File: src/rtl/sswu_pkg.sv
// ----------------------------------------------------------------------------
// sswu_pkg
// Shared constants, types and the breakpoint table of the sliding window
// symbolic word unit.
// ----------------------------------------------------------------------------
package sswu_pkg;

    localparam int MAX_WINDOW  = 256;
    localparam int MAX_WORD    = 16;
    localparam int SAMPLE_BITS = 16;
    localparam int MIN_ALPHA   = 2;
    localparam int MAX_ALPHA   = 20;
    localparam int FRAC_BITS   = 8;

    localparam int ADDR_W  = $clog2(MAX_WINDOW);
    localparam int N_W     = ADDR_W + 1;
    localparam int WD_W    = $clog2(MAX_WORD) + 1;
    localparam int POS_IDX_W = $clog2(MAX_WORD);
    localparam int ALPHA_W = 5;
    localparam int SYM_W   = 5;
    localparam int THR_W   = 16;
    localparam int MODE_W  = 2;
    localparam int CNT_W   = 32;
    localparam int CFG_IDX_W  = 3;
    localparam int CFG_DATA_W = 16;

    localparam int SUM_W  = SAMPLE_BITS + ADDR_W + 1;
    localparam int SQ_W   = 2 * SAMPLE_BITS + ADDR_W - 1;
    localparam int NQ_W   = N_W + SQ_W;
    localparam int SS_W   = 2 * SUM_W;
    localparam int D_W    = NQ_W + (NQ_W % 2);
    localparam int M_W    = 2 * N_W;
    localparam int SD_W   = D_W / 2;
    localparam int BASE_W = SD_W + N_W;
    localparam int P_W    = SUM_W;
    localparam int LHS_W  = P_W + 8;
    localparam int CMP_W  = BASE_W + 11;
    localparam int POS_W  = $clog2(MAX_WINDOW * MAX_WORD) + 2;
    localparam int LEN_W  = WD_W;
    localparam int CUT_W  = 9;
    localparam int ROWS   = MAX_ALPHA - 1;

    localparam logic [N_W-1:0]     RST_WINDOW_LENGTH  = N_W'(128);
    localparam logic [WD_W-1:0]    RST_WORD_LENGTH    = WD_W'(4);
    localparam logic [ALPHA_W-1:0] RST_ALPHABET_SIZE  = ALPHA_W'(4);
    localparam logic [THR_W-1:0]   RST_FLAT_THRESHOLD = THR_W'(3);
    localparam logic [MODE_W-1:0]  RST_REDUCTION_MODE = MODE_W'(1);

    localparam logic [MODE_W-1:0] RED_NONE  = MODE_W'(0);
    localparam logic [MODE_W-1:0] RED_EXACT = MODE_W'(1);
    localparam logic [MODE_W-1:0] RED_NEAR  = MODE_W'(2);

    typedef enum logic [CFG_IDX_W-1:0] {
        REG_WINDOW_LENGTH,
        REG_WORD_LENGTH,
        REG_ALPHABET_SIZE,
        REG_FLAT_THRESHOLD,
        REG_REDUCTION_MODE
    } t_reg_idx;

    typedef enum logic [3:0] {
        OP_NONE,
        OP_SUM,
        OP_PROD,
        OP_DIFF,
        OP_DIV,
        OP_SQRT,
        OP_BASE,
        OP_WALK,
        OP_CMP,
        OP_RED,
        OP_EMIT
    } t_op;

    typedef struct packed {
        t_op  op;
        logic accept;
        logic emit_next;
    } t_cmd;

    typedef struct packed {
        logic not_full;
        logic sum_done;
        logic div_done;
        logic sqrt_done;
        logic walk_done;
        logic cmp_done;
        logic drop;
        logic emit_last;
    } t_status;

    typedef logic signed [CUT_W-1:0] t_cut;

    localparam t_cut CUT_TAB [0:ROWS-1][0:ROWS-1] = '{
        '{0, 0, 0, 0, 0, 0, 0, 0, 0, 0, 0, 0, 0, 0, 0, 0, 0, 0, 0},
        '{-43, 43, 0, 0, 0, 0, 0, 0, 0, 0, 0, 0, 0, 0, 0, 0, 0, 0, 0},
        '{-67, 0, 67, 0, 0, 0, 0, 0, 0, 0, 0, 0, 0, 0, 0, 0, 0, 0, 0},
        '{-84, -25, 25, 84, 0, 0, 0, 0, 0, 0, 0, 0, 0, 0, 0, 0, 0, 0, 0},
        '{-97, -43, 0, 43, 97, 0, 0, 0, 0, 0, 0, 0, 0, 0, 0, 0, 0, 0, 0},
        '{-107, -57, -18, 18, 57, 107, 0, 0, 0, 0, 0, 0, 0, 0, 0, 0, 0, 0, 0},
        '{-115, -67, -32, 0, 32, 67, 115, 0, 0, 0, 0, 0, 0, 0, 0, 0, 0, 0, 0},
        '{-122, -76, -43, -14, 14, 43, 76, 122, 0, 0, 0, 0, 0, 0, 0, 0, 0, 0, 0},
        '{-128, -84, -52, -25, 0, 25, 52, 84, 128, 0, 0, 0, 0, 0, 0, 0, 0, 0, 0},
        '{-134, -91, -60, -35, -11, 11, 35, 60, 91, 134, 0, 0, 0, 0, 0, 0, 0, 0, 0},
        '{-138, -97, -67, -43, -21, 0, 21, 43, 67, 97, 138, 0, 0, 0, 0, 0, 0, 0, 0},
        '{-143, -102, -74, -50, -29, -10, 10, 29, 50, 74, 102, 143,
          0, 0, 0, 0, 0, 0, 0},
        '{-147, -107, -79, -57, -37, -18, 0, 18, 37, 57, 79, 107, 147,
          0, 0, 0, 0, 0, 0},
        '{-150, -111, -84, -62, -43, -25, -8, 8, 25, 43, 62, 84, 111, 150,
          0, 0, 0, 0, 0},
        '{-153, -115, -89, -67, -49, -32, -16, 0, 16, 32, 49, 67, 89, 115, 153,
          0, 0, 0, 0},
        '{-156, -119, -93, -72, -54, -38, -22, -7, 7, 22, 38, 54, 72, 93, 119, 156,
          0, 0, 0},
        '{-159, -122, -97, -76, -59, -43, -28, -14, 0, 14, 28, 43, 59, 76, 97, 122,
          159, 0, 0},
        '{-162, -125, -100, -80, -63, -48, -34, -20, -7, 7, 20, 34, 48, 63, 80, 100,
          125, 162, 0},
        '{-164, -128, -104, -84, -67, -52, -39, -25, -13, 0, 13, 25, 39, 52, 67, 84,
          104, 128, 164}
    };

endpackage

File: src/rtl/sswu_ctrl.sv
// ----------------------------------------------------------------------------
// sswu_ctrl
// Sequencer that steps the datapath through storing and, for a full window,
// statistics, segment walk, quantization, repeat check and symbol output.
// ----------------------------------------------------------------------------
module sswu_ctrl (
    input  logic              i_clk,
    input  logic              i_rst_n,
    input  logic              i_valid,
    input  logic              i_stall,
    input  sswu_pkg::t_status i_status,
    output sswu_pkg::t_cmd    o_cmd,
    output logic              o_valid,
    output logic              o_stall
);
    import sswu_pkg::*;

    typedef enum logic [3:0] {
        S_IDLE,
        S_CHECK,
        S_SUM,
        S_PROD,
        S_DIFF,
        S_DIV,
        S_SQRT,
        S_BASE,
        S_WALK,
        S_CMP,
        S_RED,
        S_EMIT
    } t_state;

    t_state r_state;
    t_state n_state;

    always_comb begin
        n_state = r_state;
        unique case (r_state)
            S_IDLE:  if (i_valid) n_state = S_CHECK;
            S_CHECK: n_state = i_status.not_full ? S_IDLE : S_SUM;
            S_SUM:   if (i_status.sum_done) n_state = S_PROD;
            S_PROD:  n_state = S_DIFF;
            S_DIFF:  n_state = S_DIV;
            S_DIV:   if (i_status.div_done) n_state = S_SQRT;
            S_SQRT:  if (i_status.sqrt_done) n_state = S_BASE;
            S_BASE:  n_state = S_WALK;
            S_WALK:  if (i_status.walk_done) n_state = S_CMP;
            S_CMP:   if (i_status.cmp_done) n_state = S_RED;
            S_RED:   n_state = i_status.drop ? S_IDLE : S_EMIT;
            S_EMIT:  if (!i_stall && i_status.emit_last) n_state = S_IDLE;
            default: n_state = S_IDLE;
        endcase
    end

    always_ff @(posedge i_clk) begin
        if (!i_rst_n) begin
            r_state <= S_IDLE;
        end else begin
            r_state <= n_state;
        end
    end

    always_comb begin
        unique case (r_state)
            S_SUM:   o_cmd.op = OP_SUM;
            S_PROD:  o_cmd.op = OP_PROD;
            S_DIFF:  o_cmd.op = OP_DIFF;
            S_DIV:   o_cmd.op = OP_DIV;
            S_SQRT:  o_cmd.op = OP_SQRT;
            S_BASE:  o_cmd.op = OP_BASE;
            S_WALK:  o_cmd.op = OP_WALK;
            S_CMP:   o_cmd.op = OP_CMP;
            S_RED:   o_cmd.op = OP_RED;
            S_EMIT:  o_cmd.op = OP_EMIT;
            default: o_cmd.op = OP_NONE;
        endcase
        o_cmd.accept    = (r_state == S_IDLE) && i_valid;
        o_cmd.emit_next = (r_state == S_EMIT) && !i_stall;
    end

    assign o_valid = (r_state == S_EMIT);
    assign o_stall = (r_state != S_IDLE);

endmodule

File: config.mk
export PLATFORM = sky130hd
export DESIGN_NAME = sswu_ctrl
export DESIGN_NICKNAME = d
export VERILOG_FILES = /design/src/rtl/sswu_pkg.sv /design/src/rtl/sswu_ctrl.sv
export SDC_FILE = /design/constraint.sdc
export NUM_CORES = 1
export LEC_CHECK = 0
export BUFFER_PORTS_ARGS = -buffer_cell sky130_fd_sc_hd__buf_4
export CAP_MARGIN = 20
export CORE_AREA = 2 2 39 41
export DETAILED_ROUTE_END_ITERATION = 8
export DIE_AREA = 0 0 41 43
export GPL_TIMING_DRIVEN = 0
export PLACE_DENSITY_LB_ADDON = 0.08
export SLEW_MARGIN = 20
export SYNTH_ARGS = -nofsm -noshare
export SYNTH_HDL_FRONTEND = slang
export SYNTH_SLANG_ARGS = --single-unit
File: constraint.sdc
create_clock -name i_clk -period 5.9 [get_ports i_clk]
set_input_delay 1.18 -clock i_clk [delete_from_list [all_inputs] [get_ports i_clk]]
set_output_delay 1.18 -clock i_clk [all_outputs]
set_load 0.01 [all_outputs]
======== Yosys cells after proc, flatten, opt, wreduce, memory -nomap -nowiden ========
Memory sizes are Yosys's and may differ from the RTL's. A register that Yosys moved wholly into a read port is not among the register bits.
Index checks and enable logic that the tools add are counted.
storage, ports and cells
  register bits ........................... 4
  memory bits (read-only) ................. 64
  input bits .............................. 12
  output and inout port bits .............. 8
  word-level logic and storage cells ...... 39
  memories kept ........................... 1
operators by class
  equality and inequality tests ........... 18
  multiplexer cells ....................... 12
  reduce and logical (&&, ||, !) cells .... 7
memory list
  memory            words  width  rd ports  clocked after Yosys merged registers in  write ports  line             RTL
  (name not given)  16     4      1         1                                        0            sswu_ctrl.sv:64  unique case (r_state)
operators by type and width
  cell                                                             count
  4-bit one-hot mux with 12 select lines                           1
  4-bit 2-to-1 mux                                                 10
  4-bit by 3-bit == test with 1-bit output, second input constant  4
  4-bit == test, second input constant                             4
  2-bit != test, second input constant                             6
  4-bit by 2-bit == test with 1-bit output, second input constant  2
  7-bit AND reduction                                              1
  4-bit by 1-bit == test with 1-bit output, second input constant  1
  4-bit logical NOT                                                1
  4-bit nonzero test                                               1
  1-bit logical AND                                                3
  2-bit 2-to-1 mux                                                 1
  2-bit by 1-bit != test with 1-bit output, second input constant  1
  1-bit logical NOT                                                1

======== Longest topological paths before layout ========
Gate-level depths: netlist (run 1).
  depth after elaboration ................. 6
  gate-level depth with buffers ........... 9
  mapped depth without buffers ............ 8

======== Worst setup path before layout (run 1) ========
No wires, ideal clock.
  kind .................................... input -> register
  start point ............................. in i_status[3] (netlist name)
  end point ............................... reg, netlist name o_cmd[4]
  library setup time ...................... 0.121 ns
  arrival ................................. 2.776 ns
  required time ........................... 5.779 ns
  path slack .............................. 3.004 ns
  cell stages on the path ................. 7
  buffers on the path ..................... 0
  path through ............................ mux2_4 > o32ai_4 > nand3b_1 > mux2_1 > nand2_1 > ha_1 > mux2_2
between the ends
  word-level cells in the longest chain between the ends .. 4
RTL lines
  what                                            line             RTL
  start: declaration                              sswu_ctrl.sv:11  input sswu_pkg::t_status i_status,
  2-bit != test (no source line)                  --
  7-bit AND reduction (no source line)            --
  4-bit 2-to-1 mux (no source line) (2 in a row)  --
Every way passes these cells.
A chain may end at the register's enable or synchronous reset.

======== Worst setup path in the final report (run 1) ========
  start point ............................. in i_status[3] (netlist name)
  end point ............................... reg, netlist name o_cmd[4]
between the ends
  word-level cells in the longest chain between the ends .. 4
RTL lines
  what
  2-bit != test (no source line)
  7-bit AND reduction (no source line)
  4-bit 2-to-1 mux (no source line) (2 in a row)
Every way passes these cells.

==> metrics.txt, run 1 <==
status=finished clean; leak pwr=0.392 nW; core box area=1380 µm²; Hold Fails Final Rpt=0; Crit-path slowest cell=mux2_1; Initial DRC Count=8; DR pass1 iterations=4; TritonCTS buffer count=3; GRT Util Overall=15.5%; post-route cell area=767 µm²; Clk pwr share=26.1%; clk_lat worst skew=240 ps; Largest stage delay, worst path=350 ps; Design Power=0.150 mW; number of max-cap violations=0; Crit path arrival time=2990 ps; Peak VDD IR=0.136 mV; placed inst area=744 µm²; kind of critical path=in -> reg; Post-CTS Resized=0; grt ovf=0; # IOs=20; highest clock rate=350 MHz; Worst Path Required=6030 ps; largest net degree at the start of global routing=11; Final Core Density=55.4%; DRT Wirelength=1150 µm; routed len/inst=11.3 µm; Clock Skew=1.78 ps; clk root buf=clkbuf_4; TritonCTS clock tree=built; Net Sw Power=0.0411 mW; Clock Tree Buf Depth=2; DRC Markers=0; Die Wd=41 µm; Setup crit start kind=primary input; cell family with most CP delay=multiplexers; CP endpoint kind=register; Sw Ratio=27.4%; Combinational Power Share=33.7%; Final Max Slew Viols=0; number of global-route vias before repair=478; PD cells=196 nW/µm²; Die Area=1760 µm²; Seq/Total Area, Yosys=27.5%; chip height=43 µm; Final Setup Violations=0; DP HPWL=888 µm; Mapped Nets=79; CP Max Fanout=5; #FFs+latches synth=8; Clk pin slew, worst setup/hold paths=50 ps; area of the multi-input gates=374 µm²; Pint=0.109 mW; fill cell count=137; initial core utilization=42.0%; Vias=532; Tcrit/Tclk final=48.4%; setup bufs post-CTS=0; sequential share of power=40.1%; Antenna Cells=0; Via density=5.22; Clock Sinks=8; Hold/Removal Path Class=reg -> reg; Setup TNS=0 ps; post-synthesis cell count=64; # rows=14; Synth-to-Final Area Change=31.8%; worst slew pin tran=298 ps; Netlist cell types=30; Synth Warn #=0; fin nets=103; cell count after placement=99; critical path cell sequence=buf_4 > mux2_4 > o32ai_4 > nand3b_1 > mux2_1 > nand2_1 > ha_1 > mux2_2; Seq. cell area=160 µm²; antenna-violating nets left=0; initial antenna violation count=0; mapped cell area=582 µm²; share of cells above drive strength 1=36.0%; unrepaired setup endpoints after global routing=false; final worst setup slack=3040 ps; worst path bufs/invs=1; syn_area_per_cell=9.09 µm²; global-route wire length before repair=1900 µm; Tmin final=2860 ps; Max-slew headroom=80.1%; RD Place Congestion=0.715; H-tree Lvls=1; Hold WS=617 ps; IO Port Bufs=19; dpl ws=2760 ps; Hold Buf Count CTS=0; Finished Layout Cells=102
[cell usage after synthesis]
cell type,instances,area (µm²)
o21bai_1,1,7.51
o21a_1,1,7.51
o32ai_4,1,27.5
a21o_1,2,15.0
nor2_1,4,15.0
mux2_2,1,11.3
dfxtp_1,8,160
nor2b_1,1,6.26
buf_2,2,10.0
nand2_1,4,15.0
nor2b_2,1,8.76
inv_1,5,18.8
nor3b_1,3,22.5
or4_1,1,7.51
nand4b_1,1,8.76
mux2i_1,3,30.0
o21ai_0,3,15.0
buf_4,1,7.51
nand3b_1,2,15.0
o211ai_1,1,7.51
and2_1,4,25.0
ha_1,3,37.5
a221oi_1,2,17.5
a21oi_1,1,5.00
o22ai_1,1,6.26
mux2_4,2,30.0
mux2_1,1,11.3
buf_6,1,11.3
nand2b_1,2,12.5
xor2_1,1,8.76
[cells by family (layout without fill, tap and decap cells)]
group	after synthesis	in the layout	share of synthesized area, %
simple gates	23	23	23.4
compound gates	13	13	18.7
buf+inv	9	31	8.17
flops	8	8	27.5
mux	7	7	14.2
fa+ha+maj	3	3	6.45
xor+xnor	1	1	1.51
[power groups by stage]
stage	logic [mW]	clock network, mW	registers, mW
finish	0.0507	0.0392	0.0602
CTS	0.0514	0.0412	0.0602
floorplan	0.0321	0	0.0618
global placement	0.0502	0	0.0615
detailed placement	0.0511	0	0.0614
global route	0.0572	0.0427	0.0606
[cell type report]
class / instances / share of cell area, %
repair buffers: 19 / 18.6
well taps: 16 / 2.61
inverters: 5 / 2.45
multi-input cells: 47 / 48.8
flip-flops and latches: 8 / 20.9
plain buffers: 4 / 3.75
clock buffers: 3 / 2.94
[cell usage in the layout (no fill, tap or decap)]
| cell | n |
|---|---|
| nor3b_1 | 3 |
| nand4b_1 | 1 |
| or4_1 | 1 |
| o21bai_1 | 1 |
| nor2_1 | 4 |
| o21ai_0 | 3 |
| mux2_4 | 2 |
| a21oi_1 | 1 |
| dfxtp_1 | 8 |
| mux2_1 | 1 |
| nor2b_1 | 1 |
| o22ai_1 | 1 |
| o211ai_1 | 1 |
| and2_1 | 4 |
| mux2i_1 | 3 |
| o21a_1 | 1 |
| buf_2 | 2 |
| buf_4 | 20 |
| a221oi_1 | 2 |
| nand2b_1 | 2 |
| mux2_2 | 1 |
| clkbuf_4 | 3 |
| o32ai_4 | 1 |
| nand3b_1 | 2 |
| nor2b_2 | 1 |
| a21o_1 | 2 |
| xor2_1 | 1 |
| inv_1 | 5 |
| buf_6 | 1 |
| ha_1 | 3 |
| nand2_1 | 4 |
[worst paths after layout]
kind | from | to | slack [ps] | depth (start not counted)
min reg2reg | r_state[3] | r_state[2] | 620 | 2
min | r_state[3] | r_state[2] | 620 | 2
max reg2reg | r_state[0] | o_cmd[4] | 3670 | 7
max | i_status[3] | o_cmd[4] | 3040 | 8
[worst min-delay path, delay by kind of cell, from the launching register on]
family | cells | cell delay [ps]
simple gates | 1 | 80
flops | 1 | 290
buf+inv | 1 | 190
[registers in the layout, summed over array words and instances, names as in the netlist]
| name | flops |
|---|---|
| r_state | 4 |
| o_cmd | 4 |
[metal layers]
layer	GRT usage [%]	up-vias	part of all wire [%]
met5	0	-	0
met4	4.00	0	0
met3	5.24	0	6.9
met2	24.1	17	49
met1	19.7	248	44
li1	-	267	-
Power figures use the tool's default switching activity.
==> run 2: changes to the inputs <==
Settings changed: CORE_AREA 2 2 39 41 to unset, CORE_MARGIN set to 2, CORE_UTILIZATION set to 42, DIE_AREA 0 0 41 43 to unset.
Clock period 5.9 ns to 2.4 ns, I/O delays scaled along.
==> run 2 against run 1 <==
Sequential cell count is the same; final area decreased by 0.16%; clock skew hardly changed; via count decreased by 4.3%; critical path type is now reg -> reg; die area decreased by 3.6%; utilization grew 3.4 points; wire length up 3.6%; hold slack got worse by 100 ps.
==> metrics.txt, run 2 (synthesis gave the netlist of run 1 again) <==
status=finished clean (unchanged); DR pass1 iterations=3 (was 4); Crit-path slowest cell=dfxtp_1 (was mux2_1); worst r2r path cells=7 (unchanged); Initial DRC Count=7 (was 8); Pint=0.268 mW (was 0.109 mW); Synth-to-Final Area Change=31.6% (was 31.8%); Clock Sinks=8 (unchanged); Antenna Cells=0 (unchanged); grt ovf=0 (unchanged); Hold WS=516 ps (was 617 ps); GRT Util Overall=16.8% (was 15.5%); core box area=1300 µm² (was 1380 µm²); largest net degree at the start of global routing=11 (unchanged); Finished Layout Cells=101 (was 102); highest clock rate=445 MHz; TritonCTS buffer count=3 (unchanged); placed inst area=743 µm² (was 744 µm²); setup bufs post-CTS=0 (unchanged); global-route wire length before repair=1850 µm (was 1900 µm); fin nets=103 (unchanged); Hold/Removal Path Class=in -> reg (was reg -> reg); fill cell count=117 (was 137); Largest stage delay, worst path=380 ps (was 350 ps); Clk pwr share=25.9% (was 26.1%); Setup crit start kind=register (was primary input); Hold Buf Count CTS=0 (unchanged); RD Place Congestion=0.705 (was 0.715); unrepaired setup endpoints after global routing=false (unchanged); cell count after placement=98 (was 99); Peak VDD IR=0.474 mV (was 0.136 mV); sequential share of power=40.1% (about the same); post-route cell area=766 µm² (was 767 µm²); commonest non-fill, non-tap cell in the layout=buf_4 (unchanged); leak pwr=0.392 nW (unchanged); initial core utilization=44.7% (was 42.0%); worst slew pin tran=336 ps (was 298 ps); PD cells=483 nW/µm² (was 196 nW/µm²); H-tree Lvls=1 (unchanged); worst r2r dst=o_cmd[4] (unchanged); critical path cell sequence=mux2_4 > o32ai_4 > nand3b_1 > mux2_1 > nand2_1 > ha_1 > mux2_2 (was buf_4 > mux2_4 > o32ai_4 > nand3b_1 > mux2_1 > nand2_1 > ha_1 > mux2_2); clk root buf=clkbuf_4 (unchanged); Clock Skew=1.56 ps (was 1.78 ps); reg2reg start=r_state[0] (unchanged); number of max-cap violations=0 (unchanged); Design Power=0.370 mW (was 0.150 mW); Final Max Slew Viols=0 (unchanged); number of global-route vias before repair=432 (was 478); kind of critical path=reg -> reg (was in -> reg); Clock Tree Buf Depth=2 (unchanged); Tmin final=2250 ps; Hold Path Sink=r_state[1] (was r_state[2]); Max-slew headroom=77.5% (was 80.1%); Tcrit/Tclk final=93.7%; most frequent cells in the layout=buf_4, dfxtp_1, inv_1 (unchanged); TritonCTS clock tree=built (unchanged); Hold Path Depth=2 (unchanged); share of cells above drive strength 1=36.0% (unchanged); antenna-violating nets left=0 (unchanged); CP Max Fanout=5 (unchanged); Net Sw Power=0.102 mW (was 0.0411 mW); Worst Path Required=2530 ps (was 6030 ps); Clk pin slew, worst setup/hold paths=50 ps (about the same); R2R Setup Slk=150 ps (was 3670 ps); chip height=41.2 µm (was 43 µm); Vias=509 (was 532); DP HPWL=957 µm (was 888 µm); Combinational Power Share=34.0% (was 33.7%); Hold Fails Final Rpt=0 (unchanged); # rows=13 (was 14); Post-CTS Resized=0 (unchanged); Sw Ratio=27.5% (was 27.4%); CP endpoint kind=register (unchanged); Die Wd=41.2 µm (was 41 µm); Crit path arrival time=2380 ps (was 2990 ps); clk_lat worst skew=240 ps (about the same); Final Setup Violations=0 (unchanged); Die Area=1700 µm² (was 1760 µm²); initial antenna violation count=0 (unchanged); min-delay src=i_rst_n (was r_state[3]); # IOs=20 (unchanged); DRT Wirelength=1190 µm (was 1150 µm); Via density=5.04 (was 5.22); routed len/inst=11.8 µm (was 11.3 µm); IO Port Bufs=19 (unchanged); DRC Markers=0 (unchanged)
-- run 2: final cells by class --
type | count | area, µm² | share of cell area (%)
multi-input cells | 47 | 374 | 48.9
clock buffers | 3 | 22.5 | 2.94
well taps | 15 | 18.8 | 2.45
plain buffers | 4 | 28.8 | 3.76
inverters | 5 | 18.8 | 2.45
repair buffers | 19 | 143 | 18.6
flip-flops and latches | 8 | 160 | 20.9
-- run 2: stage by stage --
stage / setup TNS (ps) / setup WS [ps] / util, %
6_report: 0 / 152 / 58.8
5_1_grt: 0 / 37.9 / 58.8
4_1_cts: 0 / 150 / 58.8
3_5_place_dp: -23.8 / -23.8 / 57.1
3_3_place_gp: -40.1 / -40.1 / 57.1
2_1_floorplan: 0 / 204 / -
-- run 2: worst max-delay path: cells and delay by family (launching register included) --
family,cells,cell delay [ps]
and+or+nand+nor,2,250
DFF,1,380
adders and majority gates,1,170
muxes,3,1010
AOI/OAI and AO/OA,1,330
-- run 2: how the worst max path moves through the flow --
stage	from	to	slack [ps]	depth (start not counted)
final	r_state[0]	o_cmd[4]	150	7
after global routing	r_state[0]	o_cmd[4]	40	7
after CTS	r_state[0]	o_cmd[4]	150	7
after detailed placement	i_status[3]	o_cmd[4]	-20	8
after global placement	i_status[3]	o_cmd[4]	-40	8
after floorplan	i_status[3]	o_cmd[4]	200	7
-- run 2: routing by layer --
metal,vias up,routed length (µm),share of wire (%),track usage (%)
met1,224,547,46,21.4
met5,-,0,0,0
met2,13,580,49,28.5
met4,0,6,0.50,2.42
met3,2,58,4.9,4.89
li1,270,-,-,-
-- run 2: power groups by stage --
stage / Clock [mW] / Sequential, mW / Combinational [mW]
after floorplan: 0 / 0.152 / 0.0789
after global placement: 0 / 0.151 / 0.124
after detailed placement: 0 / 0.151 / 0.126
after CTS: 0.0996 / 0.148 / 0.127
after global routing: 0.110 / 0.149 / 0.140
final: 0.0956 / 0.148 / 0.126
